`src/sv/fpdf_pkg.sv`:
```
package fpdf_pkg;

	localparam int VALUE_W     = 48;
	localparam int CHAR_W      = 7;
	localparam int POS_W       = 6;   // holds any field width up to the largest MAX_WIDTH (32)
	localparam int FW_REG_W    = 5;
	localparam int FRAC_W      = 4;
	localparam int DEC_LIMIT   = 8;
	localparam int FRAC_AW     = $clog2(DEC_LIMIT);
	localparam int FDEC_W      = 27;  // 10^8 - 1 fits
	localparam int CFG_IDX_W   = 2;
	localparam int CFG_DATA_W  = 5;

	localparam int MAX_WIDTH_DEF = 16;
	localparam int FRAC_BITS_DEF = 16;

	localparam logic [CFG_IDX_W-1:0] REG_FIELD_WIDTH = 2'd0;
	localparam logic [CFG_IDX_W-1:0] REG_FRAC_DIGITS = 2'd1;

	localparam logic [FW_REG_W-1:0] FIELD_WIDTH_RST = 5'd8;
	localparam logic [FRAC_W-1:0]   FRAC_DIGITS_RST = 4'd0;

	localparam logic [CHAR_W-1:0] CH_ZERO  = 7'h30;
	localparam logic [CHAR_W-1:0] CH_SPACE = 7'h20;
	localparam logic [CHAR_W-1:0] CH_POINT = 7'h2E;

	// per-item field layout, resolved from the config registers at entry
	typedef struct packed {
		logic [POS_W-1:0]  width;
		logic [FRAC_W-1:0] frac;
		logic [POS_W-1:0]  int_len;
	} fmt_info_t;

	function automatic logic [FDEC_W-1:0] pow10(input logic [FRAC_W-1:0] k);
		logic [FDEC_W-1:0] r;
		case (k)
			4'd0: r = 27'd1;
			4'd1: r = 27'd10;
			4'd2: r = 27'd100;
			4'd3: r = 27'd1000;
			4'd4: r = 27'd10000;
			4'd5: r = 27'd100000;
			4'd6: r = 27'd1000000;
			4'd7: r = 27'd10000000;
			4'd8: r = 27'd100000000;
			default: r = 27'd1;
		endcase
		return r;
	endfunction

endpackage

```
`src/sv/fpdf_conv.sv`:
```
// Pipelined shift-and-add-3 conversion, integer and fraction lanes side by side.
module fpdf_conv
	import fpdf_pkg::*;
#(
	parameter int IW     = 32,
	parameter int ND     = 16,
	parameter int STAGES = 8
) (
	input  logic                    clk,
	input  logic                    arst_n,
	input  logic                    advance,
	input  logic                    in_valid,
	input  fmt_info_t               in_info,
	input  logic [IW-1:0]           ibin,
	input  logic [FDEC_W-1:0]       fbin,
	output logic                    out_valid,
	output fmt_info_t               out_info,
	output logic [ND*4-1:0]         idig,
	output logic [DEC_LIMIT*4-1:0]  fdig
);

	localparam int IBPS = (IW + STAGES - 1) / STAGES;
	localparam int IPW  = IBPS * STAGES;
	localparam int FBPS = (FDEC_W + STAGES - 1) / STAGES;
	localparam int FPW  = FBPS * STAGES;
	localparam int FD   = DEC_LIMIT;

	logic                 vld_s  [STAGES];
	fmt_info_t            info_s [STAGES];
	logic [IPW-1:0]       ibin_s [STAGES];
	logic [ND*4-1:0]      ibcd_s [STAGES];
	logic [FPW-1:0]       fbin_s [STAGES];
	logic [FD*4-1:0]      fbcd_s [STAGES];

	for (genvar st = 0; st < STAGES; st++) begin : g_stage
		logic            vld_in;
		fmt_info_t       info_in;
		logic [IPW-1:0]  ib_in, ib_nx;
		logic [ND*4-1:0] id_in, id_nx;
		logic [FPW-1:0]  fb_in, fb_nx;
		logic [FD*4-1:0] fd_in, fd_nx;

		if (st == 0) begin : g_first
			assign vld_in  = in_valid;
			assign info_in = in_info;
			assign ib_in   = IPW'(ibin);
			assign id_in   = '0;
			assign fb_in   = FPW'(fbin);
			assign fd_in   = '0;
		end else begin : g_next
			assign vld_in  = vld_s[st-1];
			assign info_in = info_s[st-1];
			assign ib_in   = ibin_s[st-1];
			assign id_in   = ibcd_s[st-1];
			assign fb_in   = fbin_s[st-1];
			assign fd_in   = fbcd_s[st-1];
		end

		always_comb begin
			logic [IPW-1:0]  b;
			logic [ND*4-1:0] d;
			b = ib_in;
			d = id_in;
			for (int n = 0; n < IBPS; n++) begin
				for (int m = 0; m < ND; m++) begin
					if (d[m*4 +: 4] >= 4'd5)
						d[m*4 +: 4] = d[m*4 +: 4] + 4'd3;
				end
				d = {d[ND*4-2:0], b[IPW-1]};
				b = b << 1;
			end
			ib_nx = b;
			id_nx = d;
		end

		always_comb begin
			logic [FPW-1:0]  b;
			logic [FD*4-1:0] d;
			b = fb_in;
			d = fd_in;
			for (int n = 0; n < FBPS; n++) begin
				for (int m = 0; m < FD; m++) begin
					if (d[m*4 +: 4] >= 4'd5)
						d[m*4 +: 4] = d[m*4 +: 4] + 4'd3;
				end
				d = {d[FD*4-2:0], b[FPW-1]};
				b = b << 1;
			end
			fb_nx = b;
			fd_nx = d;
		end

		always_ff @(posedge clk or negedge arst_n) begin
			if (!arst_n)
				vld_s[st] <= 1'b0;
			else if (advance)
				vld_s[st] <= vld_in;
		end

		always_ff @(posedge clk) begin
			if (advance) begin
				info_s[st] <= info_in;
				ibin_s[st] <= ib_nx;
				ibcd_s[st] <= id_nx;
				fbin_s[st] <= fb_nx;
				fbcd_s[st] <= fd_nx;
			end
		end
	end

	assign out_valid = vld_s[STAGES-1];
	assign out_info  = info_s[STAGES-1];
	assign idig      = ibcd_s[STAGES-1];
	assign fdig      = fbcd_s[STAGES-1];

endmodule

```
`src/sv/fpdf_emit.sv`:
```
// Character build (blanking, forced zero) and the per-character serializer.
module fpdf_emit
	import fpdf_pkg::*;
#(
	parameter int MAX_WIDTH = MAX_WIDTH_DEF
) (
	input  logic                         clk,
	input  logic                         arst_n,
	input  logic                         in_valid,
	output logic                         in_ready,
	input  fmt_info_t                    in_info,
	input  logic [MAX_WIDTH*4-1:0]       idig,
	input  logic [DEC_LIMIT*4-1:0]       fdig,
	output logic                         out_valid,
	input  logic                         out_ready,
	output logic [CHAR_W-1:0]            text_char,
	output logic                         last
);

	localparam int ND    = MAX_WIDTH;
	localparam int IDX_W = $clog2(MAX_WIDTH);

	logic [ND-1:0]     nzm, nz;
	logic [CHAR_W-1:0] int_chr_n  [ND];
	logic [CHAR_W-1:0] frac_chr_n [DEC_LIMIT];

	logic              v_s1;
	fmt_info_t         info_s1;
	logic [CHAR_W-1:0] int_chr_s1  [ND];
	logic [CHAR_W-1:0] frac_chr_s1 [DEC_LIMIT];

	logic              buf_v_q;
	fmt_info_t         info_q;
	logic [CHAR_W-1:0] int_chr_q  [ND];
	logic [CHAR_W-1:0] frac_chr_q [DEC_LIMIT];
	logic [IDX_W-1:0]  emit_index_q;

	logic              out_v_q;
	logic [CHAR_W-1:0] text_char_q;
	logic              last_q;

	logic              fire, is_last, buf_take, adv;
	logic [POS_W-1:0]  pos, ioff, foff;
	logic [CHAR_W-1:0] chr;

	// nz[j]: some integer digit at or above j is nonzero
	always_comb begin
		for (int j = 0; j < ND; j++)
			nzm[j] = (idig[j*4 +: 4] != 4'd0) && (POS_W'(j) < in_info.int_len);
		for (int j = 0; j < ND; j++)
			nz[j] = |(nzm >> j);
		for (int j = 0; j < ND; j++) begin
			if (j == 0 && !nz[j])
				int_chr_n[j] = CH_ZERO;
			else if (!nz[j])
				int_chr_n[j] = CH_SPACE;
			else
				int_chr_n[j] = CH_ZERO + CHAR_W'(idig[j*4 +: 4]);
		end
		for (int j = 0; j < DEC_LIMIT; j++)
			frac_chr_n[j] = CH_ZERO + CHAR_W'(fdig[j*4 +: 4]);
	end

	assign pos     = POS_W'(emit_index_q);
	assign ioff    = info_q.int_len - POS_W'(1) - pos;
	assign foff    = info_q.width - POS_W'(1) - pos;
	assign is_last = (pos == info_q.width - POS_W'(1));
	assign fire    = buf_v_q && (!out_v_q || out_ready);
	assign buf_take = !buf_v_q || (fire && is_last);
	assign adv     = !v_s1 || buf_take;
	assign in_ready = adv;

	always_comb begin
		if (pos < info_q.int_len)
			chr = int_chr_q[ioff[IDX_W-1:0]];
		else if (pos == info_q.int_len)
			chr = CH_POINT;
		else
			chr = frac_chr_q[foff[FRAC_AW-1:0]];
	end

	always_ff @(posedge clk or negedge arst_n) begin
		if (!arst_n) begin
			v_s1         <= 1'b0;
			buf_v_q      <= 1'b0;
			emit_index_q <= '0;
			out_v_q      <= 1'b0;
		end else begin
			if (adv)
				v_s1 <= in_valid;
			if (buf_take)
				buf_v_q <= v_s1;
			if (fire)
				emit_index_q <= is_last ? '0 : emit_index_q + IDX_W'(1);
			if (fire)
				out_v_q <= 1'b1;
			else if (out_ready)
				out_v_q <= 1'b0;
		end
	end

	always_ff @(posedge clk) begin
		if (adv) begin
			info_s1     <= in_info;
			int_chr_s1  <= int_chr_n;
			frac_chr_s1 <= frac_chr_n;
		end
		if (buf_take) begin
			info_q     <= info_s1;
			int_chr_q  <= int_chr_s1;
			frac_chr_q <= frac_chr_s1;
		end
		if (fire) begin
			text_char_q <= chr;
			last_q      <= is_last;
		end
	end

	assign out_valid = out_v_q;
	assign text_char = text_char_q;
	assign last      = last_q;

	a_idx_in_field: assert property (@(posedge clk) disable iff (!arst_n)
		buf_v_q |-> pos < info_q.width)
		else $error("emit index beyond field width");

	a_idx_rest: assert property (@(posedge clk) disable iff (!arst_n)
		!buf_v_q |-> emit_index_q == '0)
		else $error("emit index not at zero with empty buffer");

	a_layout: assert property (@(posedge clk) disable iff (!arst_n)
		buf_v_q |-> ((info_q.frac == '0) ? (info_q.int_len == info_q.width)
			: (info_q.int_len + POS_W'(info_q.frac) + POS_W'(1) == info_q.width)))
		else $error("field layout inconsistent");

endmodule

```
`src/sv/fixed_point_decimal_formatter.sv`:
```
// Fixed-point decimal formatter. Each value on the input (FRAC_BITS fraction bits)
// becomes a right-aligned ASCII field of field_width characters, one character per
// output transfer, last high on the final one. Leading integer zeros print as spaces,
// integer digits that do not fit are dropped, fraction digits are truncated. With
// frac_digits = 0 no point is printed and a zero value shows a single '0'. An item
// occupies the output for field_width characters (1..MAX_WIDTH after saturation), and
// the one-character-per-cycle output register sets the sustained rate while out_ready
// stays high; the next item is taken while the current one is still being sent. The
// first character passes through the input and multiply stages, the conversion
// pipeline, a formatting stage, the field buffer and the output register. Config
// writes (cfg_index 0: field_width, 1: frac_digits, others ignored) are accepted every
// cycle and must only happen while the block is idle.
module fixed_point_decimal_formatter
	import fpdf_pkg::*;
#(
	parameter int MAX_WIDTH = MAX_WIDTH_DEF,
	parameter int FRAC_BITS = FRAC_BITS_DEF
) (
	input  logic                  clk,
	input  logic                  arst_n,
	input  logic                  cfg_valid,
	output logic                  cfg_ready,
	input  logic [CFG_IDX_W-1:0]  cfg_index,
	input  logic [CFG_DATA_W-1:0] cfg_data,
	input  logic                  in_valid,
	output logic                  in_ready,
	input  logic [VALUE_W-1:0]    value,
	output logic                  out_valid,
	input  logic                  out_ready,
	output logic [CHAR_W-1:0]     text_char,
	output logic                  last
);

	localparam int IW     = VALUE_W - FRAC_BITS;
	localparam int STAGES = (IW + 3) / 4;
	localparam int PROD_W = FRAC_BITS + FDEC_W;

	logic [FW_REG_W-1:0] field_width_q;
	logic [FRAC_W-1:0]   frac_digits_q;

	fmt_info_t           info_in;
	logic                pipe_adv;

	logic                v_s1;
	fmt_info_t           info_s1;
	logic [VALUE_W-1:0]  value_s1;

	logic                v_s2;
	fmt_info_t           info_s2;
	logic [IW-1:0]       ipart_s2;
	logic [PROD_W-1:0]   prod_s2;

	logic                cv_valid;
	fmt_info_t           cv_info;
	logic [MAX_WIDTH*4-1:0] cv_idig;
	logic [DEC_LIMIT*4-1:0] cv_fdig;

	assign cfg_ready = 1'b1;

	always_ff @(posedge clk or negedge arst_n) begin
		if (!arst_n) begin
			field_width_q <= FIELD_WIDTH_RST;
			frac_digits_q <= FRAC_DIGITS_RST;
		end else if (cfg_valid) begin
			case (cfg_index)
				REG_FIELD_WIDTH: field_width_q <= cfg_data[FW_REG_W-1:0];
				REG_FRAC_DIGITS: frac_digits_q <= cfg_data[FRAC_W-1:0];
				default: ;
			endcase
		end
	end

	// saturate width and decimals; the point must always fit
	always_comb begin
		logic [POS_W-1:0]  w;
		logic [FRAC_W-1:0] k;
		if (field_width_q == '0)
			w = POS_W'(1);
		else if (POS_W'(field_width_q) > POS_W'(MAX_WIDTH))
			w = POS_W'(MAX_WIDTH);
		else
			w = POS_W'(field_width_q);
		k = (frac_digits_q > FRAC_W'(DEC_LIMIT)) ? FRAC_W'(DEC_LIMIT) : frac_digits_q;
		if (POS_W'(k) > w - POS_W'(1))
			k = FRAC_W'(w - POS_W'(1));
		info_in.width   = w;
		info_in.frac    = k;
		info_in.int_len = (k == '0) ? w : (w - POS_W'(k) - POS_W'(1));
	end

	assign in_ready = pipe_adv;

	always_ff @(posedge clk or negedge arst_n) begin
		if (!arst_n) begin
			v_s1 <= 1'b0;
			v_s2 <= 1'b0;
		end else if (pipe_adv) begin
			v_s1 <= in_valid;
			v_s2 <= v_s1;
		end
	end

	always_ff @(posedge clk) begin
		if (pipe_adv) begin
			info_s1  <= info_in;
			value_s1 <= value;
			info_s2  <= info_s1;
			ipart_s2 <= value_s1[VALUE_W-1:FRAC_BITS];
			prod_s2  <= value_s1[FRAC_BITS-1:0] * pow10(info_s1.frac);
		end
	end

	fpdf_conv #(
		.IW     (IW),
		.ND     (MAX_WIDTH),
		.STAGES (STAGES)
	) u_conv (
		.clk       (clk),
		.arst_n    (arst_n),
		.advance   (pipe_adv),
		.in_valid  (v_s2),
		.in_info   (info_s2),
		.ibin      (ipart_s2),
		.fbin      (prod_s2[PROD_W-1:FRAC_BITS]),
		.out_valid (cv_valid),
		.out_info  (cv_info),
		.idig      (cv_idig),
		.fdig      (cv_fdig)
	);

	fpdf_emit #(
		.MAX_WIDTH (MAX_WIDTH)
	) u_emit (
		.clk       (clk),
		.arst_n    (arst_n),
		.in_valid  (cv_valid),
		.in_ready  (pipe_adv),
		.in_info   (cv_info),
		.idig      (cv_idig),
		.fdig      (cv_fdig),
		.out_valid (out_valid),
		.out_ready (out_ready),
		.text_char (text_char),
		.last      (last)
	);

	a_info_range: assert property (@(posedge clk) disable iff (!arst_n)
		v_s1 |-> (info_s1.width != '0) && (info_s1.width <= POS_W'(MAX_WIDTH))
			&& (info_s1.frac <= FRAC_W'(DEC_LIMIT)))
		else $error("resolved field layout out of range");

	a_frac_product: assert property (@(posedge clk) disable iff (!arst_n)
		v_s2 |-> prod_s2[PROD_W-1:FRAC_BITS] < pow10(info_s2.frac))
		else $error("fraction digits exceed decimal count");

endmodule

```
`config.mk`:
```
export PLATFORM = sky130hd
export DESIGN_NAME = fixed_point_decimal_formatter
export DESIGN_NICKNAME = d
export VERILOG_FILES = /design/src/sv/fpdf_pkg.sv /design/src/sv/fpdf_conv.sv /design/src/sv/fpdf_emit.sv /design/src/sv/fixed_point_decimal_formatter.sv
export SDC_FILE = /design/constraint.sdc
export NUM_CORES = 2
export LEC_CHECK = 0
export ABC_AREA = 1
export BUFFER_PORTS_ARGS = -buffer_cell sky130_fd_sc_hd__buf_2
export CORE_ASPECT_RATIO = 1.5
export CORE_UTILIZATION = 25
export DETAILED_ROUTE_END_ITERATION = 8
export PLACE_DENSITY = 0.36
export REMOVE_ABC_BUFFERS = 1
export SLEW_MARGIN = 20
export SYNTH_ARGS = -nofsm -noshare
export SYNTH_HDL_FRONTEND = slang
export SYNTH_SLANG_ARGS = --single-unit
```
`constraint.sdc`:
```
create_clock -name clk -period 21.1 [get_ports clk]
set_input_delay 1.055 -clock clk [delete_from_list [all_inputs] [get_ports clk]]
set_output_delay 1.055 -clock clk [all_outputs]
set_load 0.02 [all_outputs]
```
Word-level counts from Yosys, hierarchy flattened
Memory sizes are Yosys's and may differ from the RTL's. A register that Yosys moved wholly into a read port is not among the register bits.
Index checks and enable logic that the tools add are counted.
{ "totals": {"inputBits": 60, "reg_bits": 549, "memories": 6, "elab_cells": 2260, "out_inout_bits": 11, "mem_bits_ro": 400, "ram_bits": 1344} }
{ "mem_list": {"columns": ["memory", "words", "word_bits", "rd", "rd_clocked_by_memory_dff", "wr", "line_no", "source"], "rows": [
  ["u_conv.ibcd_s", 8, 64, 8, 0, 8, "fpdf_conv.sv:31", "logic [ND*4-1:0] ibcd_s [STAGES];"],
  ["(name not given)", 16, 25, 1, 1, 0, "fpdf_pkg.sv:36", "case (k)"],
  ["u_conv.fbcd_s", 8, 32, 8, 0, 8, "fpdf_conv.sv:33", "logic [FD*4-1:0] fbcd_s [STAGES];"],
  ["u_conv.fbin_s", 8, 28, 7, 0, 8, "fpdf_conv.sv:32", "logic [FPW-1:0] fbin_s [STAGES];"],
  ["u_conv.ibin_s", 8, 28, 7, 0, 8, "fpdf_conv.sv:30", "logic [IPW-1:0] ibin_s [STAGES];"],
  ["u_conv.info_s", 8, 16, 8, 0, 8, "fpdf_conv.sv:29", "fmt_info_t info_s [STAGES];"]
]} }
{ "op_classes": {"order_cmp": 700, "bitwise": 2, "addsub": 710, "reduce_logical": 61, "eq_ne": 3, "n_mul": 1, "n_mux": 698} }
{ "ops": {"columns": ["op", "count"], "rows": [
  ["$ge 4x3->1 const B", 675],
  ["$mux 4", 623],
  ["$add 4x2->4 const B", 619],
  ["$mux 3", 59],
  ["$add 3x2->3 const B", 56],
  ["$add 6x4->7 const A", 24],
  ["$reduce_bool 4->1", 16],
  ["$lt 4x6->1 const A", 8],
  ["$mul 16x27->43", 1],
  ["$mux 7", 6],
  ["$bmux 7 s4", 1],
  ["$mux 27", 1],
  ["$lt 3x6->1 const A", 4],
  ["$bmux 7 s3", 1],
  ["$logic_and 1x1->1", 18],
  ["$sub 6x1->6 const B", 3],
  ["$reduce_or 16->1", 1],
  ["$reduce_or 15->1", 1],
  ["$reduce_or 14->1", 1],
  ["$reduce_or 13->1", 1],
  ["$eq 4x6->1", 2],
  ["$lt 1x6->1 const A", 2],
  ["$lt 2x6->1 const A", 2],
  ["$reduce_or 12->1", 1],
  ["other kinds (38)", 49]
]} }

Depth between registers and ports, before layout
{ "logic_depth": {"word_depth": 9, "mapped_depth": 32} }

By module
From an unflattened synthesis, not the netlist that was laid out.
{ "hier_totals": {"hier_cells": 8959, "hier_area_um2": 75876.5} }
{ "by_module_without_submodules": {"columns": ["module", "instances", "area_per_inst_um2", "cells_each"], "rows": [
  ["fpdf_conv", 1, 45742.6, 5852],
  ["fixed_point_decimal_formatter", 1, 19482.4, 2217],
  ["fpdf_emit", 1, 10651.5, 890]
]} }

Worst setup path after synthesis
OpenSTA, ideal clock, no wires.
{ "synth_timing": {"path_type": "input -> output", "start": "in out_ready", "end": "out in_ready", "arrival_time_ps": 11671, "path_slack_ps": 8374, "cell_stages": 7, "n_path_buf": 1, "required_time_ps": 20045, "path_cell_list": "inv_1 -> nand2_1 -> nand2_1 -> clkinv_1 -> nand3_4 -> nand3_4 -> buf_2"} }
{ "synth_between": {"elab_chain_cells": 5} }
{ "synth_rtl": {"columns": ["element", "line_no", "source"], "rows": [
  ["from (decl)", "fixed_point_decimal_formatter.sv:29", "input logic out_ready,"],
  ["$logic_or 1x1->1", "fpdf_emit.sv:68", "assign fire = buf_v_q && (!out_v_q || out_ready);"],
  ["$logic_and 1x1->1", "fpdf_emit.sv:68", null],
  ["named net u_emit.fire", "fpdf_emit.sv:42", "logic fire, is_last, buf_take, adv;"],
  ["$logic_and 1x1->1", "fpdf_emit.sv:69", "assign buf_take = !buf_v_q || (fire && is_last);"],
  ["$logic_or 1x1->1", "fpdf_emit.sv:69", null],
  ["$logic_or 1x1->1", "fpdf_emit.sv:70", "assign adv = !v_s1 || buf_take;"],
  ["to (decl)", "fixed_point_decimal_formatter.sv:26", "output logic in_ready,"]
]} }
The timed path passes the listed nets, and every way through them passes these cells.

Worst setup path in the final report
{ "layout_timing": {"start": "reg value_s1[4]", "end": "reg prod_s2[34], data pin"} }
{ "layout_between": {"elab_chain_cells": 1} }
{ "layout_rtl": {"columns": ["element", "line_no", "source"], "rows": [
  ["from (decl)", "fixed_point_decimal_formatter.sv:46", "logic [VALUE_W-1:0] value_s1;"],
  ["from (signal assigned)", "fixed_point_decimal_formatter.sv:106", "value_s1 <= value;"],
  ["$mul 16x27->43", "fixed_point_decimal_formatter.sv:109", "prod_s2 <= value_s1[FRAC_BITS-1:0] * pow10(info_s1.frac);"],
  ["to (signal assigned)", "fixed_point_decimal_formatter.sv:109", null],
  ["to (decl)", "fixed_point_decimal_formatter.sv:51", "logic [PROD_W-1:0] prod_s2;"]
]} }
Every way passes these cells.
A chain may end at the register's enable or synchronous reset.

==> impl_metrics.toml <==
[detailed_routing]
drc = 0
dr_total_vias = 56670
viasPerCell = 4.199
wl_um = 172800
ant_nets = 0
wire_per_inst_um = 12.81
dr.pass1.iters = 7
drtIter0Drc = 2207

[sta]
rsz0062_at_grt = "no"
hold_violations = 0
fin_worst_skew_ns = 0.07756
fin_crit_sh = 0.3200
worst_pin_slew_ns = 1.064
fmax_ghz = 0.1481
maxSlewHeadroom = 0.2903
period_needed_ns = 6.752
setup_tns_ns = 0
drv_slew = 0
setup_viol = 0

[yosys]
synth-main-ff-cell = "edfxtp_1"
yosys_warnings = 0
yosys.area.top_type = "edfxtp_1"
synth_edf_count = 959
synth_top_area_frac = 0.3772
synth_commonest_cells = "nand2_1, inv_1, edfxtp_1"
seq_area_frac_synth = 0.3910
synth_cells = 9258
ys_async_sr_fraction = 0.02587
yosysMostFrequentCell = "nand2_1"
synth.distinct_cells = 66
ys_ff_latch = 1005
synth_area_per_cell_um2 = 8.246
syn_area_um2 = 76340
ys_top_cells_by_area = "edfxtp_1, nand2_1, ha_1"

[grt]
grt_antenna_before_repair = 4
grt_max_degree = 152
gr-usage-all-layers = 0.1126
grt_pass1_vias = 57940
overflow = 0
grt_pass1_wl_um = 284300

[layout]
nFillCells = 32230
final_nets = 10470
area_growth_pct = 12.33
layout-drive-gt1-share = 0.05573

[placed_design]
dpl.hpwl_um = 134300
io_buffers = 67
gp_congestion = 0.8005

[floorplanning]
ios = 71
start_util = 0.2511
rows = 248
die_x_um = 453.2
core_um2 = 304100
dieArea_um2 = 307600
die_h_um = 678.8

[clock_network]
root_buffer = "clkbuf_16"
htreeDepth = 3
cts_tree = "built"
clkLatencyLatePin_ns = 0.78
clkSinkCount = 1005
numCtsBuffers = 121
holdBufCountCts = 0
cts_resized = 0
clk_pin_slew_worst_paths_ns = 0.07
clk_path_buf_depth = 3
cts_setup_buffers = 0

[hold_path]
hp-class = "in -> async"

[critical_path]
worstSetupPathType = "reg -> reg"
crit_path_end_kind = "register"
startpoint_type = "register"
required_ns = 21.62
arrival_ns = 7.27
ff2ff_setup_slack_ns = 14.35
r2r_cells = 18
critPathMaxFanout = 20

[flow_run]
maxCapViolCount = 0

[status]
run_status = "complete, no violations"
[worst paths after layout]
path / from / endpoint
worst max register to register: value_s1[4] / prod_s2[34]
min in group clk: u_conv.ibin_s[0][41] / u_conv.ibin_s[0][73]
worst min register to register: u_conv.ibin_s[0][41] / u_conv.ibin_s[0][73]
worst min-delay path: arst_n / field_width_q[4]
max in group asynchronous: arst_n / u_emit.v_s1
worst max-delay path: value_s1[4] / prod_s2[34]
[kinds of logic after synthesis]
| kind of cell | synth area share |
|---|---|
| AND/OR/NAND/NOR | 0.2458 |
| buffers and inverters | 0.1001 |
| adder cells (fa/ha/maj) | 0.1989 |
| flip-flops | 0.3910 |
| AO/OA/AOI/OAI | 0.05131 |
| XOR/XNOR | 0.01259 |
| other | 0.00009837 |
| multiplexers | 0.0002622 |
[registers in the layout, indices dropped and copies added (netlist names), 5 cells and up, named ones only]
register	cells
u_emit.info_q	11
info_s1	15
u_conv.ibin_s	112
u_emit.text_char	5
ipart_s2	32
prod_s2	27
u_conv.g_stage.vld_in	7
u_emit.frac_chr_s1	32
u_conv.fbin_s	111
u_conv.fbcd_s	132
field_width_q	5
info_s2	11
u_emit.int_chr_s1	52
u_conv.ibcd_s	187
u_conv.info_s	88
u_emit.int_chr_q	52
value_s1	48
u_emit.frac_chr_q	32
u_emit.info_s1	11
[per-stage QoR]
step                area (um^2)  instances  setup WS [ns]  utilization  hold WS [ns]
floorplan                 75980       9172          9.131            -        0.4003
global placement          81500      13260          13.98       0.2680        0.4007
detailed placement        81500      13260          13.89       0.2680        0.4045
CTS                       85720      13490          14.20       0.2819        0.2831
global route              85760      13490          13.85       0.2820        0.3357
finish                    85760      13490          14.35       0.2820        0.3606
[layout by cell type (no fill, tap or decap), drive strengths merged, types with 20 or more instances in the layout]
cell,count
nand2,2716
inv,1943
edfxtp,959
nand3,838
ha,703
nor2,483
o21ai,483
fa,319
a21oi,159
clkbuf,136
nand4,117
or2,94
xor2,90
buf,89
nand3b,57
and2,56
clkinv,55
dfrtp,25
dfxtp,20
[worst max-delay path, cell delays in order, from the launching register on]
cell and delay, ns:
edfxtp_1 1.05, nand2_1 0.38, fa_1 0.62, inv_1 0.06, fa_1 0.56, fa_1 0.43, fa_1 0.50, fa_1 0.57
inv_1 0.06, fa_1 0.53, inv_1 0.04, ha_1 0.37, a21oi_1 0.24, o21ai_0 0.21, a21oi_1 0.15, o21ai_0 0.10
a21oi_1 0.29, o21ai_0 0.15, xor2_1 0.16
[area by class of cell]
cell class / count / area (um^2) / share of cell area
inverter: 1938 / 7277 / 0.08485
clock inverter: 95 / 1119 / 0.01304
antenna: 2 / 5.005 / 0.00005836
sequential: 1005 / 29850 / 0.3481
clock buffer: 136 / 3105 / 0.03621
multi-input combinational: 6229 / 38860 / 0.4532
timing repair buffer: 89 / 536.8 / 0.006259
tap: 4000 / 5005 / 0.05836
[metal layers]
layer / up-vias / global-route usage / share of wire
li1: 29660 / - / -
met1: 26320 / 0.1173 / 0.40
met2: 454 / 0.2275 / 0.55
met3: 232 / 0.01525 / 0.026
met4: 0 / 0.03250 / 0.026
met5: - / 0 / 0
Power is not shown: default switching activity piles up to over one toggle a cycle in this logic, so the estimate is an artifact.
